**src/sv/accel_tilt_angle_macros.svh**
```systemverilog
// Assertion helpers shared by the tilt angle RTL.
`ifndef ACCEL_TILT_ANGLE_MACROS_SVH
`define ACCEL_TILT_ANGLE_MACROS_SVH

// Condition that must hold at every clock edge out of reset.
`define ACC_TILT_ASSERT(lbl, cond, msg) \
    lbl: assert property (@(posedge aclk) disable iff (!aresetn) (cond)) else $error(msg);

// Condition a that must be followed by condition b in the next cycle.
`define ACC_TILT_ASSERT_NEXT(lbl, a, b, msg) \
    lbl: assert property (@(posedge aclk) disable iff (!aresetn) (a) |=> (b)) else $error(msg);

`endif

```
**src/sv/acc_tilt_pkg.sv**
```systemverilog
`timescale 1ns / 1ps
package acc_tilt_pkg;

    localparam int SAMPLE_BITS_DEF  = 13;
    localparam int CORDIC_STEPS_DEF = 20;
    localparam int FRAC_BITS        = 20;
    localparam int ANGLE_FRAC       = 30;
    localparam int ANGLE_W          = 33;
    localparam int TENTHS_W         = 11;
    localparam int QUEUE_DEPTH      = 2;

    // tenths = floor(floor(|ang| * 180000 / 2^30) / 314)
    localparam int SCALE_NUM   = 180000;
    localparam int DIV_DEN     = 314;
    localparam int RECIP_SHIFT = 24;
    localparam int RECIP       = (1 << RECIP_SHIFT) / DIV_DEN;
    localparam int PROD_W      = 50;
    localparam int QUOT_IN_W   = 20;

    localparam logic signed [TENTHS_W-1:0] TENTHS_MAX = 11'sd900;

    typedef enum logic [1:0] {
        FUNC_Z    = 2'd0,
        FUNC_X    = 2'd1,
        FUNC_Y    = 2'd2,
        FUNC_ZERO = 2'd3
    } func_t;

    typedef struct packed {
        logic                       root_num;
        logic                       fixed;
        logic                       inv;
        logic signed [TENTHS_W-1:0] tenths;
    } ctrl_t;

    // atan(2^-i) in Q30 radians, rounded to nearest
    function automatic logic [31:0] atan_entry(input int i);
        logic [31:0] v;
        case (i)
            0:       v = 32'd843314857;
            1:       v = 32'd497837829;
            2:       v = 32'd263043837;
            3:       v = 32'd133525159;
            4:       v = 32'd67021687;
            5:       v = 32'd33543516;
            6:       v = 32'd16775851;
            7:       v = 32'd8388437;
            8:       v = 32'd4194283;
            9:       v = 32'd2097149;
            default: v = (32'd1 << ANGLE_FRAC) >> i;
        endcase
        return v;
    endfunction

endpackage

```
**src/sv/acc_tilt_queue.sv**
```systemverilog
`timescale 1ns / 1ps
`include "accel_tilt_angle_macros.svh"
module acc_tilt_queue #(
    parameter int WIDTH = 54
) (
    input  logic             aclk,
    input  logic             aresetn,
    input  logic             push,
    input  logic [WIDTH-1:0] push_data,
    output logic             q_ready,
    input  logic             pop,
    output logic             q_valid,
    output logic [WIDTH-1:0] pop_data
);
    localparam int DEPTH = acc_tilt_pkg::QUEUE_DEPTH;
    localparam int PW    = (DEPTH > 1) ? $clog2(DEPTH) : 1;
    localparam int CW    = $clog2(DEPTH + 1);

    logic [WIDTH-1:0] mem_reg [0:DEPTH-1];
    logic [PW-1:0]    wr_ptr_reg, rd_ptr_reg;
    logic [CW-1:0]    count_reg;

    assign q_ready  = (count_reg != CW'(DEPTH));
    assign q_valid  = (count_reg != '0);
    assign pop_data = mem_reg[rd_ptr_reg];

    always_ff @(posedge aclk) begin
        if (push) begin
            mem_reg[wr_ptr_reg] <= push_data;
        end
    end

    always_ff @(posedge aclk) begin
        if (!aresetn) begin
            wr_ptr_reg <= '0;
            rd_ptr_reg <= '0;
            count_reg  <= '0;
        end else begin
            if (push) begin
                wr_ptr_reg <= (wr_ptr_reg == PW'(DEPTH - 1)) ? '0 : wr_ptr_reg + 1'b1;
            end
            if (pop) begin
                rd_ptr_reg <= (rd_ptr_reg == PW'(DEPTH - 1)) ? '0 : rd_ptr_reg + 1'b1;
            end
            if (push && !pop) begin
                count_reg <= count_reg + 1'b1;
            end else if (pop && !push) begin
                count_reg <= count_reg - 1'b1;
            end
        end
    end

    `ACC_TILT_ASSERT(a_no_overfill, !(push && !q_ready), "push into full queue")
    `ACC_TILT_ASSERT(a_no_underrun, !(pop && !q_valid), "pop from empty queue")
    `ACC_TILT_ASSERT_NEXT(a_count_track, push && !pop && q_valid, count_reg != '0,
                          "queue count lost an entry")

endmodule

```
**config.mk**
```make
export PLATFORM = sky130hd
export DESIGN_NAME = acc_tilt_queue
export DESIGN_NICKNAME = d
export VERILOG_FILES = /design/src/sv/acc_tilt_pkg.sv /design/src/sv/acc_tilt_queue.sv
export VERILOG_INCLUDE_DIRS = /design/src /design/src/sv
export SDC_FILE = /design/constraint.sdc
export NUM_CORES = 1
export LEC_CHECK = 0
export ABC_AREA = 1
export BUFFER_PORTS_ARGS = -buffer_cell sky130_fd_sc_hd__clkbuf_2
export CORE_ASPECT_RATIO = 0.9
export CORE_MARGIN = 4
export CORE_UTILIZATION = 35
export CTS_BUF_LIST = sky130_fd_sc_hd__clkbuf_16
export CTS_CLUSTER_DIAMETER = 200
export CTS_CLUSTER_SIZE = 16
export DETAILED_ROUTE_END_ITERATION = 12
export HOLD_SLACK_MARGIN = 0.03
export PLACE_DENSITY = 0.54
export SLEW_MARGIN = 20
export SYNTH_ARGS = -nofsm -noshare
export SYNTH_HDL_FRONTEND = slang
export SYNTH_SLANG_ARGS = --single-unit
```
**constraint.sdc**
```tcl
create_clock -name aclk -period 6.1 [get_ports aclk]
set_clock_uncertainty 0.1 [all_clocks]
set_input_delay 0.305 -clock aclk [delete_from_list [all_inputs] [get_ports aclk]]
set_output_delay 0.305 -clock aclk [all_outputs]
set_load 0.005 [all_outputs]
```
### Word level (Yosys, flattened, before mapping)

Memory sizes are Yosys's and may differ from the RTL's. A register that Yosys moved wholly into a read port is not among the register bits.
Cells that the tools add are included.

* RAM bits: 108
* memories kept: 1
* output and inout bits: 56
* bits in registers: 4
* bits of input ports: 58

* $add $sub $neg: 4
* muxes and demuxes: 8
* equality and inequality tests: 1
* reduce and logical (&&, ||, !) cells: 6

Memories
* mem_reg: words 2, bits a word 54, read ports 1, clocked after Yosys merged registers in 1, write ports 1, RTL line acc_tilt_queue.sv:19 `logic [WIDTH-1:0] mem_reg [0:DEPTH-1];`

Operators with widths (count)
* 1-bit two-way mux: 6
* 2-bit two-way mux: 2
* 2-bit nonzero test: 2
* 1-bit adder, second input constant: 2
* 2-bit by 1-bit adder with 2-bit output, second input constant: 1
* 1-bit logical AND: 2
* 1-bit logical NOT: 2
* 2-bit != test, second input constant: 1
* 2-bit by 1-bit subtractor with 2-bit output, second input constant: 1

### Longest topological paths before layout

Gate-level depths: netlist of run 1.

* depth in word-level cells: 4
* depth in mapped cells: 8

### Worst setup path before layout of run 1

OpenSTA, ideal clock, no wires.

* kind: input port to flip-flop
* start point: in push
* end point: mem mem_reg[0][0] (enable)
* arrival time: 2612 ps
* stages on the path: 2
* setup slack: 2921 ps
* cells stage by stage: inv_1 > nor2_1

* cells in the longest elaborated chain, start to end: 2

Ends and longest elaborated chain
* start: declaration: RTL line acc_tilt_queue.sv:8 `input logic push,`
* 1-bit two-way mux: RTL line acc_tilt_queue.sv:28 `if (push) begin`
* 1-bit two-way mux (implied by the code): RTL line acc_tilt_queue.sv:29 `mem_reg[wr_ptr_reg] <= push_data;`
* end: declaration: RTL line acc_tilt_queue.sv:19

Every way passes these cells.

==> metrics.md, run 1 <==
| Metric | Value |
|---|---|
| Status | finished clean |
| Period utilization | 38.6% |
| Clk_lat worst skew | 0.39 ns |
| Crit path required time | 5.69 ns |
| Post-Route Utilization | 50.8% |
| Row cnt | 38 |
| Synthesized netlist cell count | 203 |
| Maxcap violations | 0 |
| Vias in the first global route | 2565 |
| Hold Path End | wr_ptr_reg |
| Postcts setup bufs | 0 |
| Core ar. | 12100 um2 |
| P_leak | 0.00253 uW |
| Post-Syn Area per Cell | 21.6 um2 |
| Layout cells sized above 1 | 50.5% |
| Post-synth top area cell | edfxtp_1 |
| Starting Density | 36.1% |
| R2r startpoint | wr_ptr_reg |
| Hpwl dp | 4990 um |
| Initial antenna violation count | 0 |
| Most common cell in the synthesized netlist | edfxtp_1 |
| Crit end category | output pin |
| Min-delay src | aresetn |
| Post-route DRC | 0 |
| Slew HR | 32.2% |
| Grt total ovfl | 0 |
| Root Driver | clkbuf_16 |
| CTS resizes | 0 |
| Combinational Power Share | 9.0% |
| Maximum vdd ir drop | 117 uV |
| Sw Pwr | 407 uW |
| Internal Power | 1600 uW |
| Synth unique cells | 14 |
| Dominant synthesized flop cell | edfxtp_1 |
| R2R depth | 2 |
| Sequential cell area fraction in the yosys report | 76.4% |
| Yosys Warn Count | 0 |
| Iteration-0 DRC Markers | 162 |
| Fin Setup TNS | 0 ns |
| First-pass DRT Iterations | 4 |
| Clock Sinks | 113 |
| Mapped Area | 4380 um2 |
| Crit-path max FO | 54 |
| Placer Congestion | 0.709 |
| H-Tree Depth | 4 |
| Die height | 114 um |
| Synthesized flop and latch total | 113 |
| Setup Viol. Count Final | 0 |
| Async S/R FF share, synth | 0% |
| Die ar. | 14400 um2 |
| Diode count | 0 |
| Post-synth top area share | 74.1% |
| RSZ-0062 raised after global routing | false |
| Routed WL per cell | 13.9 um |
| Setup CP Type | reg2out |
| CTS tree | built |
| Clk slew on worst S/H paths | 0.05 ns |
| Tmin final | 2.36 ns |
| Final #Nets | 444 |
| Largest register FFs | 108 |
| Port Buffers | 113 |
| Overall routing resource usage | 11.2% |
| Area grow syn2layout | 40.6% |
| Clock Tree Buf Depth | 2 |
| Largest net degree at the start of global routing | 55 |
| Post-DR vias/cell | 4.20 |
| Setup crit start kind | flip-flop |
| Most frequent cells after synthesis | edfxtp_1, mux2_4, nand2_1, inv_1, nor2_1 |
| Final ANT Viol Nets | 0 |
| Ports | 114 |
| Largest cells by area after synthesis | edfxtp_1, mux2_4, buf_12 |
| Die W | 126 um |
| Hold Violations, Final | 0 |
| Cts bufs inserted | 17 |
| Arr. time, crit path | 1.95 ns |
| Worst hold stages | 3 |
| Sw frac | 20.3% |
| Pwr Density | 326 nW/um2 |
| Max Transition Viols Final | 0 |
| Syn nets | 262 |
| FMAX | 424 MHz |
| HP Class | in2reg |
| R2R Path End | mem_reg[0][8] |
| R2R setup slack | 4.19 ns |
| Clk pwr share | 45.0% |
| Number of synthesized flops with an enable pin | 108 |
| WL final | 7780 um |
| Sequential share of power | 46.0% |
| Via count | 2345 |
| Slew @ Worst Pin | 1.02 ns |
| First-pass GRT wire length | 12400 um |
## layer usage
layer	wire length [um]	vias to the layer above	share of wire [%]	GRT usage, %
li1	-	1149	-	-
met1	3510	1114	45	14.1
met2	3740	76	48	17.7
met3	470	6	6.0	3.92
met4	64	0	0.82	5.15
met5	0	-	0	0
## critical path, stage by stage (launching register included)
cell and delay, ns:
dfxtp_4 1.01, mux2_2 0.43, clkbuf_2 0.11
## power by group through the flow
stage	sequential [uW]	clock (uW)	combinational, uW
after global routing	927	970	198
after floorplan	923	0	106
after detailed placement	939	0	157
final	923	903	180
after CTS	924	930	185
after global placement	937	0	155
## what timing repair did
| item | 4_1_cts | 5_1_grt |
|---|---|---|
| hold buffers | 54 | 0 |
| endpoints found under the hold margin | 108 | 0 |
| endpoints found under the setup margin | 0 | 0 |
## cells by family (layout without fill, tap and decap cells)
group | Yosys count | in the layout | share of synthesized area [%]
and+or+nand+nor | 19 | 19 | 1.71
muxes | 54 | 54 | 18.2
adders and majority gates | 1 | 1 | 0.286
AOI/OAI and AO/OA | 2 | 2 | 0.228
buffers and inverters | 14 | 209 | 3.23
DFF | 113 | 113 | 76.4
## per-stage QoR
stage | hold WS [ns] | total power (uW) | cell area (um2) | cells | worst slack [ns]
after floorplan | 0.304 | 1030 | 4380 | 203 | 2.92
after global placement | 0.377 | 1090 | 5060 | 472 | 3.99
after detailed placement | 0.383 | 1100 | 5060 | 472 | 4.00
after CTS | 0.0552 | 2040 | 6150 | 558 | 3.67
after global routing | 0.0738 | 2100 | 6150 | 558 | 3.60
final | 0.0773 | 2010 | 6150 | 558 | 3.74
## placed cells by master, fill, tap and decap left out
master           n
inv_2            1
edfxtp_1       108
inv_1           10
mux2_4          50
o21ai_0          1
buf_4            2
dlygate4sd3_1   54
nor2_4           1
dfxtp_1          4
clkinvlp_4       3
nand4_1          1
bufinv_16        2
mux2_2           4
ha_1             1
nand2_1         10
clkbuf_16       17
nand3_1          1
clkbuf_2       113
a21oi_1          1
clkinv_2         7
nor2_1           6
dfxtp_4          1
## worst max-delay path by stage
| stage | to | slack (ns) | depth (start not counted) |
|---|---|---|---|
| 2_1_floorplan | mem_reg[0][0] | 2.92 | 2 |
| 3_3_place_gp | mem_reg[0][38] | 3.99 | 4 |
| 3_5_place_dp | mem_reg[0][8] | 4.00 | 4 |
| 4_1_cts | pop_data[38] | 3.67 | 2 |
| 5_1_grt | pop_data[33] | 3.60 | 2 |
| 6_report | pop_data[38] | 3.74 | 2 |
## cell type report
cell class	count	area (um2)
Fill cell	1050	5970
Sequential cell	113	3350
Timing Repair Buffer	169	1120
Multi-Input combinational cell	76	901
Clock buffer	17	425
Tap cell	160	200
Clock inverter	15	129
Inverter	8	30.0
Note: power is estimated with default switching activity, not from simulation.
==> inputs of run 2 (changes only) <==
==> constraint.sdc (replaced) <==
create_clock -name aclk -period 2.3 [get_ports aclk]
set_clock_uncertainty 0.1 [all_clocks]
set_input_delay 0.115 -clock aclk [delete_from_list [all_inputs] [get_ports aclk]]
set_output_delay 0.115 -clock aclk [all_outputs]
set_load 0.005 [all_outputs]
==> run 2 against run 1 <==
Effect of this change: setup slack got worse by 3.5 ns; worst hold slack improved by 0.26 ns; critical path type unchanged; non-clock buffer count rose by 10; clock power rose to 3.0 times the previous value.
==> metrics.md, run 2 (synthesized netlist as in run 1, its figures left out) <==
| Metric | Value |
|---|---|
| Status | finished clean |
| First-pass GRT wire length | 12800 um |
| Largest net degree at the start of global routing | 33 |
| Vias in the first global route | 2583 |
| Arr. time, crit path | 1.81 ns |
| Port Buffers | 113 |
| Maximum vdd ir drop | 703 uV |
| Overall routing resource usage | 11.9% |
| Postcts setup bufs | 0 |
| WP buf/inv | 2 |
| Diode count | 0 |
| Area of the multi-input gates | 901 um2 |
| Setup Viol. Count Final | 0 |
| Most frequent cells in the layout | clkbuf_2, edfxtp_1, dlygate4sd3_1, mux2_4, clkbuf_16 |
| Post-DR vias/cell | 4.26 |
| Most common cell after layout, fill and taps aside | clkbuf_2 |
| Routed WL per cell | 14.4 um |
| Final #Nets | 454 |
| Period utilization | 87.9% |
| Post-Place Cells | 476 |
| First-pass DRT Iterations | 4 |
| WL final | 8150 um |
| Placer Congestion | 0.732 |
| CTS tree | built |
| Hold Violations, Final | 0 |
| Pwr Density | 898 nW/um2 |
| Root Driver | clkbuf_16 |
| HP Class | in2reg |
| Clk slew on worst S/H paths | 0.06 ns |
| Cell chain of the critical path | buf_4 -> mux2_2 -> clkbuf_2 |
| Max stage delay on crit path | 0.57 ns |
| Row cnt | 38 |
| Die W | 126 um |
| Max Transition Viols Final | 0 |
| Layout cells sized above 1 | 51.0% |
| Grt total ovfl | 0 |
| H-Tree Depth | 4 |
| FMAX | 494 MHz |
| Tmin final | 2.02 ns |
| Cts bufs inserted | 17 |
| Hpwl dp | 5220 um |
| Slew HR | 69.1% |
| Post-route DRC | 0 |
| Initial antenna violation count | 0 |
| Starting Density | 36.1% |
| Crit end category | output pin |
| Fill cell count | 1026 |
| Crit path required time | 2.09 ns |
| Slew @ Worst Pin | 0.463 ns |
| Die ar. | 14400 um2 |
| Area grow syn2layout | 44.7% |
| Clock Sinks | 113 |
| Die height | 114 um |
| Slowest stage cell on the critical path | dfxtp_4 |
| Core ar. | 12100 um2 |
| Setup CP Type | reg2out |
| Maxcap violations | 0 |
| RSZ-0062 raised after global routing | false |
| Crit path max-delay family | flip-flops |
| Clk_lat worst skew | 0.40 ns |
| Via count | 2418 |
| Fin Setup TNS | 0 ns |
| Register Area | 3350 um2 |
| Setup crit start kind | flip-flop |
| Ports | 114 |
| Clock Tree Buf Depth | 2 |
| Final ANT Viol Nets | 0 |
| Largest register FFs | 108 |
| P_leak | 0.00259 uW |
| Iteration-0 DRC Markers | 124 |
| Crit-path max FO | 17 |
| Final cell count without fillers | 568 |
## run 2: cell count changes in the layout (fill, tap and decap cells not counted), moves of 2 or more
cell | previous run | this run
clkinv_2 | 7 | 1
bufinv_16 | 2 | 4
clkinv_4 | 0 | 3
inv_1 | 10 | 7
buf_4 | 2 | 5
inv_6 | 0 | 3
dlygate4sd3_1 | 54 | 60
## run 2: path summary, 6_finish.rpt
kind	start	to	slack (ns)	depth (start not counted)
min	push_data[33]	mem_reg[1][33]	0.34	2
max	flip-flop	pop_data[33]	0.28	3
min reg2reg	rd_ptr_reg	flip-flop	0.41	2
max reg2reg	wr_ptr_reg	wr_ptr_reg	0.41	5
## run 2: area by class of cell
| cell class | instances | share of cell area (%) |
|---|---|---|
| well taps | 160 | 3.16 |
| inverters | 8 | 0.474 |
| multi-input cells | 76 | 14.2 |
| clock inverters | 15 | 3.28 |
| flip-flops and latches | 113 | 52.8 |
| clock buffers | 17 | 6.72 |
| repair buffers | 179 | 19.3 |
## run 2: power by group
group | internal, uW | switching, uW | total [uW]
combinational | 311 | 212 | 523
clock | 1820 | 924 | 2750
sequential | 2380 | 40.1 | 2420
total | 4510 | 1180 | 5690
## run 2: repair_timing
action                                 CTS  global route
hold buffers                            60             0
endpoints found under the hold margin  113             0
gates resized for setup                  0             0
## run 2: routing by layer
| layer | GRT usage [%] | vias up | part of all wire (%) |
|---|---|---|---|
| li1 | - | 1172 | - |
| met1 | 13.9 | 1154 | 44 |
| met2 | 19.2 | 84 | 48 |
| met3 | 5.18 | 8 | 7.0 |
| met4 | 5.58 | 0 | 0.86 |
| met5 | 0 | - | 0 |
## run 2: metrics by stage
| step | instance area, um2 | worst slack [ns] | utilization [%] | total power [uW] | hold slack, ns |
|---|---|---|---|---|---|
| after floorplan | 4380 | 0.0415 | - | 2730 | 0.114 |
| after global placement | 5100 | 0.670 | 42.1 | 2900 | 0.204 |
| after detailed placement | 5100 | 0.661 | 42.1 | 2910 | 0.208 |
| after CTS | 6330 | 0.215 | 52.2 | 5770 | 0.317 |
| after global routing | 6330 | 0.185 | 52.2 | 5920 | 0.316 |
| final | 6330 | 0.278 | 52.2 | 5690 | 0.338 |
## run 2: worst register-to-register path: cells and delay by family, from the launching register on
kind	cells	cell delay, ns
flops	1	0.39
simple gates	3	0.21
buf+inv	2	1.09
==> inputs of run 3 (changes only) <==
--- a/config.mk
+++ b/config.mk
@@ -17,6 +17,7 @@
 export DETAILED_ROUTE_END_ITERATION = 12
 export HOLD_SLACK_MARGIN = 0.03
 export PLACE_DENSITY = 0.54
+export REMOVE_ABC_BUFFERS = 1
 export SLEW_MARGIN = 20
 export SYNTH_ARGS = -nofsm -noshare
 export SYNTH_HDL_FRONTEND = slang
==> run 3 against run 2 <==
Effect of this change: combinational power about the same; clock-buffer cell count is the same; flip-flop and latch count did not move; die area did not move; critical path type unchanged; highest routed layer unchanged.
==> metrics.md, run 3 (synthesized netlist as in run 1, its figures left out) <==
| Metric | Value |
|---|---|
| Register Area | 3350 um2 |
| Largest register FFs | 108 |
| Post-Route Utilization | 52.0% |
| Maxcap violations | 0 |
| Fill cell count | 1009 |
| Initial antenna violation count | 0 |
| Setup Viol. Count Final | 0 |
| Hold Violations, Final | 0 |
| Crit end category | output pin |
| Maximum vdd ir drop | 823 uV |
| Max Transition Viols Final | 0 |
| Layout cells sized above 1 | 50.1% |
| Ports | 114 |
| Clk slew on worst S/H paths | 0.05 ns |
| Final #Nets | 451 |
| Via count | 2433 |
| Arr. time, crit path | 1.76 ns |
| Area after DPL | 5110 um2 |
| Post-route DRC | 0 |
| Area grow syn2layout | 44.1% |
| Cts bufs inserted | 17 |
| Iteration-0 DRC Markers | 98 |
| Crit path required time | 2.09 ns |
| Postcts setup bufs | 0 |
| Slew @ Worst Pin | 0.527 ns |
| Row cnt | 38 |
| RSZ-0062 raised after global routing | false |
| Root Driver | clkbuf_16 |
| Die height | 114 um |
| Fin Setup TNS | 0 ns |
| Tmin final | 1.97 ns |
| Status | finished clean |
| Final ANT Viol Nets | 0 |
| Vias in the first global route | 2702 |
| Post-DR vias/cell | 4.31 |
| Slew HR | 64.9% |
| Hpwl dp | 5320 um |
| CTS tree | built |
| Pwr Total | 5700 uW |
| Area of the multi-input gates | 901 um2 |
| First-pass DRT Iterations | 4 |
| Max stage delay on crit path | 0.66 ns |
| Clk_lat worst skew | 0.39 ns |
| Min-delay src | push_data[18] |
| Die ar. | 14400 um2 |
| Diode count | 0 |
| First-pass GRT wire length | 13500 um |
| Setup CP Type | reg2out |
| Die W | 126 um |
| Most common cell after layout, fill and taps aside | clkbuf_2 |
| P_leak | 0.00260 uW |
| Design area | 6310 um2 |
| Clock Tree Buf Depth | 2 |
| Most frequent cells in the layout | clkbuf_2, edfxtp_1, dlygate4sd3_1, mux2_4, clkbuf_16 |
| Setup crit start kind | flip-flop |
| Routed WL per cell | 15.2 um |
| Starting Density | 36.1% |
| Overall routing resource usage | 12.5% |
| WL final | 8590 um |
| Slowest stage cell on the critical path | dfxtp_4 |
| Placer Congestion | 0.700 |
| H-Tree Depth | 4 |
| Final cell count without fillers | 565 |
| Cell chain of the critical path | buf_12 -> mux2_4 -> clkbuf_2 |
| Crit-path max FO | 24 |
| Largest net degree at the start of global routing | 37 |
| Grt total ovfl | 0 |
| Post-Place Cells | 476 |
| CTS resizes | 0 |
| Pwr Density | 903 nW/um2 |
| R2r startpoint | wr_ptr_reg |
| Port Buffers | 113 |
| Clock Sinks | 113 |
| Core ar. | 12100 um2 |
| FMAX | 507 MHz |
| Period utilization | 85.8% |
| HP Class | in2reg |
==> run 3: area by class of cell <==
cell class	instances	share of cell area, %
Clock inverter	15	3.13
Clock buffer	17	6.74
Multi-Input combinational cell	76	14.3
Sequential cell	113	53.1
Timing Repair Buffer	176	19.1
Tap cell	160	3.17
Inverter	8	0.476
==> run 3: repair_timing <==
action                                 in CTS  in global routing
setup endpoints to repair                   0                  0
hold buffers                               57                  0
endpoints found under the hold margin     113                  0
==> run 3: through the flow <==
stage               hold WS, ns  worst slack, ns
global placement          0.203            0.719
floorplan                 0.114           -0.850
finish                    0.340            0.326
detailed placement        0.209            0.717
global route              0.343            0.251
CTS                       0.319            0.278
==> run 3: where the power goes <==
part,leakage [uW],internal (uW),total (uW),switching (uW)
Clock,0.000312,1890,2750,856
Sequential,0.00106,2380,2430,46.6
Combinational,0.00123,309,520,212
==> run 3: final timing paths <==
check / endpoint / slack [ns] / cells past startpoint
worst max-delay path: pop_data[21] / 0.33 / 3
worst min-delay path: mem_reg[1][18] / 0.34 / 2
worst max register to register: mem_reg[1][4] / 0.88 / 3
worst min register to register: flip-flop / 0.41 / 2
==> run 3: per-layer routing <==
| layer | track usage, % | part of all wire (%) |
|---|---|---|
| met1 | 15.0 | 44 |
| met2 | 20.8 | 49 |
| met3 | 4.15 | 6.7 |
| met4 | 5.15 | 1.2 |
| met5 | 0 | 0 |
==> run 3: critical path: cells and delay by family, from the launching register on <==
family,cells,cell delay [ns]
buffers and inverters,2,0.36
muxes,1,0.32
DFF,1,0.66
